==> src/nir_pkg.sv <==
// shared types and constants of the nec infrared frame decoder
package nir_pkg;

    // configuration register map and reset values
    localparam int unsigned APB_ADDR_W = 4;
    localparam logic [1:0] REG_TICK_US        = 2'd0;
    localparam logic [1:0] REG_TOLERANCE_PCT  = 2'd1;
    localparam logic [1:0] REG_MARK_EXCESS_US = 2'd2;

    localparam logic [7:0] TICK_US_RST        = 8'd50;
    localparam logic [5:0] TOLERANCE_PCT_RST  = 6'd25;
    localparam logic [7:0] MARK_EXCESS_US_RST = 8'd100;

    typedef struct packed {
        logic [7:0] tick_us;
        logic [5:0] tolerance_pct;
        logic [7:0] mark_excess_us;
    } cfg_t;

    // pulse classes checked for every entry
    localparam int unsigned NUM_MATCH    = 6;
    localparam int unsigned M_HDR_MARK   = 0;
    localparam int unsigned M_HDR_SPACE  = 1;
    localparam int unsigned M_RPT_SPACE  = 2;
    localparam int unsigned M_BIT_MARK   = 3;
    localparam int unsigned M_ONE_SPACE  = 4;
    localparam int unsigned M_ZERO_SPACE = 5;

    localparam int unsigned DES_W = 14;
    localparam logic [DES_W-1:0] DESIRED_US [NUM_MATCH] = '{
        14'd9000, 14'd4500, 14'd2250, 14'd560, 14'd1690, 14'd560
    };
    localparam logic [NUM_MATCH-1:0] IS_MARK = 6'b001001;

    // tolerance bounds: largest is (9000+255)*163 + 255*100, below 2**21
    localparam int unsigned BND_W    = 21;
    localparam int unsigned PCT_FULL = 100;

    // classified entry passed from front to back
    typedef struct packed {
        logic [NUM_MATCH-1:0] hit;
        logic                 frame_start;
        logic                 frame_end;
    } cls_item_t;

    localparam int unsigned QUEUE_DEPTH = 2;
    localparam int unsigned QPTR_W      = $clog2(QUEUE_DEPTH);
    localparam int unsigned QCNT_W      = $clog2(QUEUE_DEPTH + 1);

    localparam int unsigned POS_W = 7;

    typedef enum logic [1:0] {
        STATUS_NONE   = 2'd0,
        STATUS_DATA   = 2'd1,
        STATUS_REPEAT = 2'd2
    } status_t;

endpackage

==> src/nir_if.sv <==
// stream interfaces for pulse entries and decoded frames
interface nir_in_if #(
    parameter int unsigned DURATION_WIDTH = 16
);
    logic                      valid;
    logic                      ready;
    logic [DURATION_WIDTH-1:0] duration;
    logic                      frame_start;
    logic                      frame_end;

    modport source (output valid, duration, frame_start, frame_end, input ready);
    modport sink   (input valid, duration, frame_start, frame_end, output ready);
endinterface

interface nir_out_if;
    logic        valid;
    logic        ready;
    logic [1:0]  status;
    logic [31:0] frame_value;
    logic [7:0]  device_address;
    logic [7:0]  key_command;
    logic [5:0]  bit_count;

    modport source (output valid, status, frame_value, device_address, key_command,
                    bit_count, input ready);
    modport sink   (input valid, status, frame_value, device_address, key_command,
                    bit_count, output ready);
endinterface

==> src/nir_front.sv <==
// front end: scales each duration and matches it against all pulse classes
module nir_front #(
    parameter int unsigned DURATION_WIDTH = 16
) (
    input  logic                clk,
    input  logic                rst_n,
    input  nir_pkg::cfg_t       cfg,
    nir_in_if.sink              in_ch,
    output logic                push_valid,
    input  logic                push_ready,
    output nir_pkg::cls_item_t  push_item
);

    localparam int unsigned PROD_W = DURATION_WIDTH + 8;
    localparam int unsigned LHS_W  = PROD_W + 7;

    logic [nir_pkg::BND_W-1:0] lo_reg  [nir_pkg::NUM_MATCH];
    logic [nir_pkg::BND_W-1:0] hi_reg  [nir_pkg::NUM_MATCH];
    logic [nir_pkg::BND_W-1:0] lo_next [nir_pkg::NUM_MATCH];
    logic [nir_pkg::BND_W-1:0] hi_next [nir_pkg::NUM_MATCH];
    logic [nir_pkg::BND_W-1:0] scaled_tick;
    logic [nir_pkg::BND_W-1:0] dev_us;

    logic              s1_valid_reg;
    logic [PROD_W-1:0] prod_reg;
    logic              start_reg;
    logic              end_reg;
    logic [LHS_W-1:0]  lhs;
    logic              accept;

    // match window per class, rebuilt from the registers every cycle
    always_comb
    begin
        scaled_tick = nir_pkg::BND_W'(cfg.tick_us) * nir_pkg::BND_W'(nir_pkg::PCT_FULL);
        dev_us      = '0;
        for (int k = 0; k < nir_pkg::NUM_MATCH; k++)
        begin
            if (nir_pkg::IS_MARK[k])
                dev_us = nir_pkg::BND_W'(nir_pkg::DESIRED_US[k])
                       + nir_pkg::BND_W'(cfg.mark_excess_us);
            else
                dev_us = nir_pkg::BND_W'(nir_pkg::DESIRED_US[k])
                       - nir_pkg::BND_W'(cfg.mark_excess_us);
            lo_next[k] = dev_us * (nir_pkg::BND_W'(nir_pkg::PCT_FULL)
                                   - nir_pkg::BND_W'(cfg.tolerance_pct));
            hi_next[k] = dev_us * (nir_pkg::BND_W'(nir_pkg::PCT_FULL)
                                   + nir_pkg::BND_W'(cfg.tolerance_pct)) + scaled_tick;
        end
    end

    always_ff @(posedge clk)
    begin
        for (int k = 0; k < nir_pkg::NUM_MATCH; k++)
        begin
            lo_reg[k] <= lo_next[k];
            hi_reg[k] <= hi_next[k];
        end
    end

    assign in_ch.ready = !s1_valid_reg || push_ready;
    assign accept      = in_ch.valid && in_ch.ready;

    always_ff @(posedge clk or negedge rst_n)
    begin
        if (!rst_n)
            s1_valid_reg <= 1'b0;
        else if (accept)
            s1_valid_reg <= 1'b1;
        else if (push_ready)
            s1_valid_reg <= 1'b0;
    end

    always_ff @(posedge clk)
    begin
        if (accept)
        begin
            prod_reg  <= PROD_W'(in_ch.duration) * PROD_W'(cfg.tick_us);
            start_reg <= in_ch.frame_start;
            end_reg   <= in_ch.frame_end;
        end
    end

    // times 100 as shift-add
    assign lhs = (LHS_W'(prod_reg) << 6) + (LHS_W'(prod_reg) << 5) + (LHS_W'(prod_reg) << 2);

    always_comb
    begin
        push_item.frame_start = start_reg;
        push_item.frame_end   = end_reg;
        for (int k = 0; k < nir_pkg::NUM_MATCH; k++)
            push_item.hit[k] = (lhs >= LHS_W'(lo_reg[k])) && (lhs <= LHS_W'(hi_reg[k]));
    end

    assign push_valid = s1_valid_reg;

endmodule

==> src/nir_queue.sv <==
// small fifo between the classifier and the frame sequencer
module nir_queue (
    input  logic               clk,
    input  logic               rst_n,
    input  logic               push_valid,
    output logic               push_ready,
    input  nir_pkg::cls_item_t push_item,
    output logic               pop_valid,
    input  logic               pop_ready,
    output nir_pkg::cls_item_t pop_item
);

    nir_pkg::cls_item_t               mem [nir_pkg::QUEUE_DEPTH];
    logic [nir_pkg::QPTR_W-1:0]       wr_ptr_reg;
    logic [nir_pkg::QPTR_W-1:0]       rd_ptr_reg;
    logic [nir_pkg::QCNT_W-1:0]       count_reg;
    logic [nir_pkg::QCNT_W-1:0]       count_next;
    logic                             do_push;
    logic                             do_pop;

    assign push_ready = count_reg != nir_pkg::QCNT_W'(nir_pkg::QUEUE_DEPTH);
    assign pop_valid  = count_reg != '0;
    assign pop_item   = mem[rd_ptr_reg];
    assign do_push    = push_valid && push_ready;
    assign do_pop     = pop_valid && pop_ready;

    always_comb
    begin
        count_next = count_reg;
        if (do_push && !do_pop)
            count_next = count_reg + 1'b1;
        else if (do_pop && !do_push)
            count_next = count_reg - 1'b1;
    end

    always_ff @(posedge clk or negedge rst_n)
    begin
        if (!rst_n)
        begin
            wr_ptr_reg <= '0;
            rd_ptr_reg <= '0;
            count_reg  <= '0;
        end
        else
        begin
            count_reg <= count_next;
            if (do_push)
                wr_ptr_reg <= (wr_ptr_reg == nir_pkg::QPTR_W'(nir_pkg::QUEUE_DEPTH - 1))
                            ? '0 : wr_ptr_reg + 1'b1;
            if (do_pop)
                rd_ptr_reg <= (rd_ptr_reg == nir_pkg::QPTR_W'(nir_pkg::QUEUE_DEPTH - 1))
                            ? '0 : rd_ptr_reg + 1'b1;
        end
    end

    always_ff @(posedge clk)
    begin
        if (do_push)
            mem[wr_ptr_reg] <= push_item;
    end

endmodule

==> src/nir_back.sv <==
// back end: tracks the capture position, shifts in bits and builds the result
module nir_back #(
    parameter int unsigned DATA_BITS = 32
) (
    input  logic               clk,
    input  logic               rst_n,
    input  logic               pop_valid,
    output logic               pop_ready,
    input  nir_pkg::cls_item_t pop_item,
    nir_out_if.source          out_ch
);

    localparam int unsigned POS_W = nir_pkg::POS_W;
    localparam logic [POS_W-1:0] POS_HDR_MARK  = POS_W'(1);
    localparam logic [POS_W-1:0] POS_HDR_SPACE = POS_W'(2);
    localparam logic [POS_W-1:0] POS_FIRST_BIT = POS_W'(3);
    localparam logic [POS_W-1:0] POS_BIT_END   = POS_W'(3 + 2 * DATA_BITS);
    localparam logic [POS_W-1:0] POS_RPT_LEN   = POS_W'(4);
    localparam logic [POS_W-1:0] POS_DATA_LEN  = POS_W'(2 * DATA_BITS + 4);
    localparam logic [POS_W-1:0] POS_MAX       = {POS_W{1'b1}};
    localparam logic [5:0]       BIT_COUNT     = 6'(DATA_BITS);

    logic [POS_W-1:0] pos_reg;
    logic [31:0]      shift_reg;
    logic             data_ok_reg;
    logic             rpt_ok_reg;

    logic [POS_W-1:0] pos;
    logic [POS_W-1:0] pos_next;
    logic [31:0]      shift_next;
    logic             data_ok_next;
    logic             rpt_ok_next;
    logic             pop;

    logic             out_valid_reg;
    nir_pkg::status_t status_reg;
    logic [31:0]      value_reg;
    logic [7:0]       addr_reg;
    logic [7:0]       cmd_reg;
    logic [5:0]       count_reg;

    nir_pkg::status_t status_next;
    logic [31:0]      value_next;
    logic [7:0]       addr_next;
    logic [7:0]       cmd_next;
    logic [5:0]       count_next;

    assign pop_ready = !out_valid_reg || out_ch.ready;
    assign pop       = pop_valid && pop_ready;

    always_comb
    begin
        pos          = pop_item.frame_start ? '0 : pos_reg;
        shift_next   = pop_item.frame_start ? '0 : shift_reg;
        data_ok_next = pop_item.frame_start ? 1'b1 : data_ok_reg;
        rpt_ok_next  = pop_item.frame_start ? 1'b1 : rpt_ok_reg;

        if (pos == POS_HDR_MARK)
        begin
            if (!pop_item.hit[nir_pkg::M_HDR_MARK])
            begin
                data_ok_next = 1'b0;
                rpt_ok_next  = 1'b0;
            end
        end
        else if (pos == POS_HDR_SPACE)
        begin
            if (!pop_item.hit[nir_pkg::M_RPT_SPACE])
                rpt_ok_next = 1'b0;
            if (!pop_item.hit[nir_pkg::M_HDR_SPACE])
                data_ok_next = 1'b0;
        end
        else if (pos >= POS_FIRST_BIT && pos < POS_BIT_END)
        begin
            if (pos == POS_FIRST_BIT && !pop_item.hit[nir_pkg::M_BIT_MARK])
                rpt_ok_next = 1'b0;
            // odd positions are bit marks, even ones bit spaces
            if (pos[0])
            begin
                if (!pop_item.hit[nir_pkg::M_BIT_MARK])
                    data_ok_next = 1'b0;
            end
            else if (pop_item.hit[nir_pkg::M_ONE_SPACE])
                shift_next = {shift_next[30:0], 1'b1};
            else if (pop_item.hit[nir_pkg::M_ZERO_SPACE])
                shift_next = {shift_next[30:0], 1'b0};
            else
                data_ok_next = 1'b0;
        end

        pos_next = (pos != POS_MAX) ? pos + 1'b1 : pos;

        status_next = nir_pkg::STATUS_NONE;
        value_next  = '0;
        addr_next   = '0;
        cmd_next    = '0;
        count_next  = '0;
        if (pos_next == POS_RPT_LEN && rpt_ok_next)
        begin
            status_next = nir_pkg::STATUS_REPEAT;
            value_next  = '1;
        end
        else if (pos_next >= POS_DATA_LEN && data_ok_next)
        begin
            status_next = nir_pkg::STATUS_DATA;
            value_next  = shift_next;
            count_next  = BIT_COUNT;
            for (int i = 0; i < 8; i++)
            begin
                addr_next[i] = shift_next[31 - i];
                cmd_next[i]  = shift_next[15 - i];
            end
        end
    end

    always_ff @(posedge clk or negedge rst_n)
    begin
        if (!rst_n)
        begin
            pos_reg       <= '0;
            shift_reg     <= '0;
            data_ok_reg   <= 1'b1;
            rpt_ok_reg    <= 1'b1;
            out_valid_reg <= 1'b0;
        end
        else
        begin
            if (pop)
            begin
                if (pop_item.frame_end)
                begin
                    pos_reg     <= '0;
                    shift_reg   <= '0;
                    data_ok_reg <= 1'b1;
                    rpt_ok_reg  <= 1'b1;
                end
                else
                begin
                    pos_reg     <= pos_next;
                    shift_reg   <= shift_next;
                    data_ok_reg <= data_ok_next;
                    rpt_ok_reg  <= rpt_ok_next;
                end
            end
            if (pop && pop_item.frame_end)
                out_valid_reg <= 1'b1;
            else if (out_ch.ready)
                out_valid_reg <= 1'b0;
        end
    end

    always_ff @(posedge clk)
    begin
        if (pop && pop_item.frame_end)
        begin
            status_reg <= status_next;
            value_reg  <= value_next;
            addr_reg   <= addr_next;
            cmd_reg    <= cmd_next;
            count_reg  <= count_next;
        end
    end

    assign out_ch.valid          = out_valid_reg;
    assign out_ch.status         = status_reg;
    assign out_ch.frame_value    = value_reg;
    assign out_ch.device_address = addr_reg;
    assign out_ch.key_command    = cmd_reg;
    assign out_ch.bit_count      = count_reg;

endmodule

==> src/nec_ir_frame_decoder_unit.sv <==
// top level of the nec infrared frame decoder with its register port
// Decodes NEC infrared captures given as a stream of pulse durations in timer
// ticks (leading gap, then mark, space, mark ...), one entry per clock cycle
// sustained while nothing stalls. The front end registers duration*tick_us in
// one multiplier stage, then tests the scaled value against the tolerance
// windows of all six pulse classes at once and writes the outcome into a
// two-entry queue; the back end follows the capture position, shifts in bits
// MSB first and on the entry flagged as last registers one result (no match,
// data frame or repeat code). The last entry passes the front stage register
// and the queue before its result is registered; the input only waits while
// the front stage holds an entry and the queue is full, which takes a stalled
// result. Tolerance windows are recomputed from the registers in the cycle
// after each write, so an entry may follow a register write immediately.
module nec_ir_frame_decoder_unit #(
    parameter int unsigned DATA_BITS      = 32,
    parameter int unsigned DURATION_WIDTH = 16
) (
    input  logic                           clk,
    input  logic                           rst_n,
    input  logic                           psel,
    input  logic                           penable,
    input  logic                           pwrite,
    input  logic [nir_pkg::APB_ADDR_W-1:0] paddr,
    input  logic [31:0]                    pwdata,
    output logic [31:0]                    prdata,
    output logic                           pready,
    nir_in_if.sink                         in_ch,
    nir_out_if.source                      out_ch
);

    nir_pkg::cfg_t      cfg_reg;
    logic               cfg_wr;
    logic [1:0]         reg_idx;

    logic               fq_valid;
    logic               fq_ready;
    nir_pkg::cls_item_t fq_item;
    logic               qb_valid;
    logic               qb_ready;
    nir_pkg::cls_item_t qb_item;

    assign pready  = 1'b1;
    assign reg_idx = paddr[3:2];
    assign cfg_wr  = psel && penable && pwrite && pready;

    always_ff @(posedge clk or negedge rst_n)
    begin
        if (!rst_n)
        begin
            cfg_reg.tick_us        <= nir_pkg::TICK_US_RST;
            cfg_reg.tolerance_pct  <= nir_pkg::TOLERANCE_PCT_RST;
            cfg_reg.mark_excess_us <= nir_pkg::MARK_EXCESS_US_RST;
        end
        else if (cfg_wr)
        begin
            unique case (reg_idx)
                nir_pkg::REG_TICK_US:        cfg_reg.tick_us        <= pwdata[7:0];
                nir_pkg::REG_TOLERANCE_PCT:  cfg_reg.tolerance_pct  <= pwdata[5:0];
                nir_pkg::REG_MARK_EXCESS_US: cfg_reg.mark_excess_us <= pwdata[7:0];
                default: ;
            endcase
        end
    end

    always_comb
    begin
        unique case (reg_idx)
            nir_pkg::REG_TICK_US:        prdata = 32'(cfg_reg.tick_us);
            nir_pkg::REG_TOLERANCE_PCT:  prdata = 32'(cfg_reg.tolerance_pct);
            nir_pkg::REG_MARK_EXCESS_US: prdata = 32'(cfg_reg.mark_excess_us);
            default:                     prdata = '0;
        endcase
    end

    nir_front #(
        .DURATION_WIDTH(DURATION_WIDTH)
    ) u_front (
        .clk        (clk),
        .rst_n      (rst_n),
        .cfg        (cfg_reg),
        .in_ch      (in_ch),
        .push_valid (fq_valid),
        .push_ready (fq_ready),
        .push_item  (fq_item)
    );

    nir_queue u_queue (
        .clk        (clk),
        .rst_n      (rst_n),
        .push_valid (fq_valid),
        .push_ready (fq_ready),
        .push_item  (fq_item),
        .pop_valid  (qb_valid),
        .pop_ready  (qb_ready),
        .pop_item   (qb_item)
    );

    nir_back #(
        .DATA_BITS(DATA_BITS)
    ) u_back (
        .clk       (clk),
        .rst_n     (rst_n),
        .pop_valid (qb_valid),
        .pop_ready (qb_ready),
        .pop_item  (qb_item),
        .out_ch    (out_ch)
    );

    // the sequencer never overwrites a result that is still waiting
    a_no_result_overwrite: assert property (@(posedge clk) disable iff (!rst_n)
        qb_valid && qb_ready |-> !out_ch.valid || out_ch.ready)
        else $error("entry popped while a result is stalled");

    // a stalled classified entry is held by the front end
    a_front_holds: assert property (@(posedge clk) disable iff (!rst_n)
        fq_valid && !fq_ready |=> fq_valid && $stable(fq_item))
        else $error("front end dropped or changed a stalled entry");

    // a new result only follows a transaction out of the queue
    a_result_source: assert property (@(posedge clk) disable iff (!rst_n)
        $rose(out_ch.valid) |-> $past(qb_valid && qb_ready && qb_item.frame_end))
        else $error("result without a closing entry");

endmodule

==> src/flat_wrapper.sv <==
// flat-port wrapper written by rule: the top's interface ports become plain ports
module nec_ir_frame_decoder_unit_flat 
#(
    parameter int unsigned DATA_BITS      = 32,
    parameter int unsigned DURATION_WIDTH = 16
)
  (clk, rst_n, psel, penable, pwrite, paddr, pwdata, prdata, pready, in_ch_valid, in_ch_duration, in_ch_frame_start, in_ch_frame_end, in_ch_ready, out_ch_valid, out_ch_status, out_ch_frame_value, out_ch_device_address, out_ch_key_command, out_ch_bit_count, out_ch_ready);
  nir_in_if #(.DURATION_WIDTH(DURATION_WIDTH)) in_ch_i ();
  nir_out_if out_ch_i ();
  input  logic clk;
  input  logic rst_n;
  input  logic psel;
  input  logic penable;
  input  logic pwrite;
  input  logic [nir_pkg::APB_ADDR_W-1:0] paddr;
  input  logic [31:0] pwdata;
  output logic [31:0] prdata;
  output logic pready;
  input wire logic [$bits(in_ch_i.valid)-1:0] in_ch_valid;
  input wire logic [$bits(in_ch_i.duration)-1:0] in_ch_duration;
  input wire logic [$bits(in_ch_i.frame_start)-1:0] in_ch_frame_start;
  input wire logic [$bits(in_ch_i.frame_end)-1:0] in_ch_frame_end;
  output wire logic [$bits(in_ch_i.ready)-1:0] in_ch_ready;
  output wire logic [$bits(out_ch_i.valid)-1:0] out_ch_valid;
  output wire logic [$bits(out_ch_i.status)-1:0] out_ch_status;
  output wire logic [$bits(out_ch_i.frame_value)-1:0] out_ch_frame_value;
  output wire logic [$bits(out_ch_i.device_address)-1:0] out_ch_device_address;
  output wire logic [$bits(out_ch_i.key_command)-1:0] out_ch_key_command;
  output wire logic [$bits(out_ch_i.bit_count)-1:0] out_ch_bit_count;
  input wire logic [$bits(out_ch_i.ready)-1:0] out_ch_ready;
  assign in_ch_i.valid = in_ch_valid;
  assign in_ch_i.duration = in_ch_duration;
  assign in_ch_i.frame_start = in_ch_frame_start;
  assign in_ch_i.frame_end = in_ch_frame_end;
  assign in_ch_ready = in_ch_i.ready;
  assign out_ch_valid = out_ch_i.valid;
  assign out_ch_status = out_ch_i.status;
  assign out_ch_frame_value = out_ch_i.frame_value;
  assign out_ch_device_address = out_ch_i.device_address;
  assign out_ch_key_command = out_ch_i.key_command;
  assign out_ch_bit_count = out_ch_i.bit_count;
  assign out_ch_i.ready = out_ch_ready;
  nec_ir_frame_decoder_unit #(.DATA_BITS(DATA_BITS), .DURATION_WIDTH(DURATION_WIDTH)) u_core (.clk(clk), .rst_n(rst_n), .psel(psel), .penable(penable), .pwrite(pwrite), .paddr(paddr), .pwdata(pwdata), .prdata(prdata), .pready(pready), .in_ch(in_ch_i), .out_ch(out_ch_i));
endmodule
==> config.mk <==
export PLATFORM = sky130hd
export DESIGN_NAME = nec_ir_frame_decoder_unit_flat
export DESIGN_NICKNAME = d
export VERILOG_FILES = /design/src/nir_pkg.sv /design/src/nir_if.sv /design/src/nir_front.sv /design/src/nir_queue.sv /design/src/nir_back.sv /design/src/nec_ir_frame_decoder_unit.sv /design/src/flat_wrapper.sv
export SDC_FILE = /design/constraint.sdc
export NUM_CORES = 2
export LEC_CHECK = 0
export BUFFER_PORTS_ARGS = -buffer_cell sky130_fd_sc_hd__buf_2
export CAP_MARGIN = 20
export CORE_MARGIN = 10
export CORE_UTILIZATION = 30
export DETAILED_ROUTE_END_ITERATION = 8
export SETUP_SLACK_MARGIN = 0.15
export SLEW_MARGIN = 15
export SYNTH_ARGS = -nofsm -noshare
export SYNTH_HDL_FRONTEND = slang
export SYNTH_HIERARCHICAL = 1
export SYNTH_SLANG_ARGS = --single-unit
==> constraint.sdc <==
create_clock -name clk -period 7.5 [get_ports clk]
set_input_delay 0 -clock clk [delete_from_list [all_inputs] [get_ports clk]]
set_output_delay 0 -clock clk [all_outputs]
set_load 0.02 [all_outputs]
==> out/qor.csv <==
metric;value;unit
status;finished, final reports clean;
vias in the first global route;42903;
Area Growth Syn to Fin;11.1;%
Synth warnings;6;
DP HPWL;133;mm
Simple-Gate Fraction of Synth Area;0.117;
CTS H-tree depth;2;
CTS Sinks;383;
ratio of cells with drive above 1 in the final layout;0.0729;
Worst R2R Start;u_core/cfg_reg[1]$_DFFE_PN0P_;
Residual DRC;0;
Crit path required time;7.98;ns
1st-iter DRT viols;2767;
EDFF count, synth;92;
I/O pin total;152;
Final setup viols;0;
nets;7986;
setup bufs post-CTS;0;
commonest non-fill, non-tap cells in the layout;1281 x inv_1, 925 x ha_1, 748 x fa_1, 558 x nor2_1, 431 x nand2_1;
sequential area share after synthesis;0.160;
fmax;141;MHz
FP Rows;158;
CTS tree;yes;
Clock Skew;0.0404;ns
FF+latch count, synth;383;
largest net degree at the start of global routing;68;
crit end category;register;
drt pass-1 iters;5;
Max-Cap Viols;0;
GRT Total Usage;0.161;
max reg flops;112;
min Tclk post-route;7.11;ns
Critical Path AT;7.59;ns
die area;204000;um^2
commonest non-fill, non-tap cell in the layout;inv_1;
grt total ovfl;0;
Yosys top cell by area;fa_1;
DR WL/cell;18.9;um
hold path depth;2;
Worst-Margin Slew;1.09;ns
critical path fanouts, max;7;
Compound-Gate Fraction of Synth Area;0.0891;
initial core utilization;0.302;
Hold Path Class;input port to register;
RSZ-0062 raised after global routing;true;
R2R cell count;20;
Cell Area, Synth;55900;um^2
Hold Path Origin;in_ch_frame_start;
Post-synth top flop;dfxtp_1;
Die X;452;um
top-area cell type share of the netlist area;0.268;
Clk Latency, worst-skew pair;0.65;ns
R2R Setup Slk;0.39;ns
clock-pin transition on the worst setup and hold timing paths;0.06;ns
Final Max Slew Viols;0;
Placed Cells;8656;
via count;41766;
first-pass GRT wire length;255;mm
Hold EP;u_core/u_front/start_reg$_DFFE_PP_;
CTS root buf;clkbuf_16;
mux contribution to synthesized area;0.0142;
GPL Wtd Cong;0.932;
Total Wirelength;166;mm
TritonCTS Buffers;48;
initial antenna violation count;9;
Post-Synthesis Cells;6069;
Port Buf Inserts;95;
Post-Synth XOR/XNOR Area;0.0409;
syn_area_per_cell;9.21;um^2
final instance area;62100;um^2
clock tree buffer depth;3;
Post-Synth Adder-Cell Area;0.476;
Finished Layout Cells;8772;
Slew headroom;0.269;
r2r endpoint;u_core/u_front/hi_reg[4][16]$_DFF_P_;
fin crit share;0.948;
Placed Area;60200;um^2
Netlist cell types;102;
die height;452;um
fillcell total;19009;
CP Launch Type;register;
top area cells in the synthesized netlist;fa_1 27%, ha_1 21%, inv_1 8.6%;
Worst Path Class, Setup;register to register;
Async SR Flop Fraction;0.180;
Routed Antenna Nets;0;
Vias per Instance;4.76;
largest family of logic cells by synthesized area;adder cells;
Core Box Area;185000;um^2
final hold violation count;0;
Fin Setup TNS;0;ns
==> synthesized netlist by cell type (14+ instances only) <==
master and count:
nor2b_1 52, dfrtp_1 58, fa_1 749, o21bai_1 23, a22o_1 34, buf_4 36, a31oi_1 26, mux2i_1 43
ha_1 926, o21ai_0 146, nand2_1 431, a21oi_1 213, buf_1 15, a21o_1 95, and2_1 111, nand4_1 26
dfxtp_1 222, clkbuf_1 111, a211oi_1 31, inv_1 1282, o21ai_1 16, mux2_2 24, xor2_1 61, nor2_1 558
o211ai_1 14, o21a_1 29, nor3_1 66, or3_1 26, xnor2_1 197, edfxtp_1 92, nand2b_1 37, nand3_1 65
or2_2 16, and3_1 20
==> metrics by stage <==
step                      setup WS [ns]  hold slack [ns]   util
after global placement            0.489           -0.208  0.325
after detailed placement          0.396           -0.207  0.325
after floorplan                   0.739           -0.296      -
after global routing              0.119           0.0767  0.335
after CTS                         0.390           0.0225  0.335
final                             0.392           0.0792  0.335
==> layer usage <==
layer / up-vias / global-route usage / wire length [um]
met3: 308 / 0.0392 / 14900
met5: - / 0 / 27
met1: 20455 / 0.208 / 69600
met4: 4 / 0.0545 / 6360
li1: 19633 / - / -
met2: 1366 / 0.261 / 75200
==> repair_timing <==
item / CTS / global route
endpoints found under the hold margin: 88 / 0
gates resized for setup: 0 / 11
endpoints found under the setup margin: 0 / 13
hold buffers: 22 / 0
==> critical path: stages, from the launching register on <==
cell	delay, ns
dfrtp_1	0.58
a21oi_1	0.49
a21boi_1	0.28
xnor2_1	0.54
nand2_1	0.27
fa_1	0.56
fa_1	0.55
inv_1	0.04
ha_1	0.27
inv_1	0.05
fa_1	0.50
fa_1	0.54
inv_1	0.04
ha_1	0.33
a21oi_1	0.23
o21bai_1	0.11
a21oi_1	0.24
o21bai_1	0.12
a31oi_1	0.54
o21ai_0	0.21
xor2_1	0.45
==> cell type report <==
| cell class | count | area [um^2] | share of cell area |
|---|---|---|---|
| clock inverters | 18 | 203 | 0.00326 |
| inverters | 1290 | 4840 | 0.0780 |
| diodes | 6 | 15.0 | 0.000242 |
| clock buffers | 68 | 1350 | 0.0217 |
| flip-flops and latches | 383 | 8950 | 0.144 |
| well taps | 2480 | 3100 | 0.0500 |
| repair buffers | 286 | 2010 | 0.0324 |
| multi-input cells | 4241 | 41600 | 0.670 |
==> logic make-up after synthesis <==
family / Yosys count
AOI/OAI and AO/OA: 756
xor gates and xnor gates: 259
adders and majority gates: 1675
buffers and inverters: 1472
DFF: 383
muxes: 73
other: 3
and+or+nand+nor: 1448
==> worst max path at each step <==
stage	from	cells past startpoint	to
floorplan	u_core/cfg_reg[10]$_DFFE_PN0P_	28	u_core/u_front/lo_reg[0][20]$_DFF_P_
global placement	u_core/cfg_reg[0]$_DFFE_PN0P_	22	u_core/u_front/hi_reg[2][19]$_DFF_P_
detailed placement	u_core/cfg_reg[0]$_DFFE_PN0P_	22	u_core/u_front/hi_reg[2][19]$_DFF_P_
CTS	u_core/cfg_reg[0]$_DFFE_PN0P_	22	u_core/u_front/hi_reg[2][19]$_DFF_P_
global route	u_core/cfg_reg[1]$_DFFE_PN0P_	23	u_core/u_front/hi_reg[4][18]$_DFF_P_
finish	u_core/cfg_reg[1]$_DFFE_PN0P_	20	u_core/u_front/hi_reg[4][16]$_DFF_P_
Power is not shown: default switching activity piles up to over one toggle a cycle in this logic, so the estimate is an artifact.
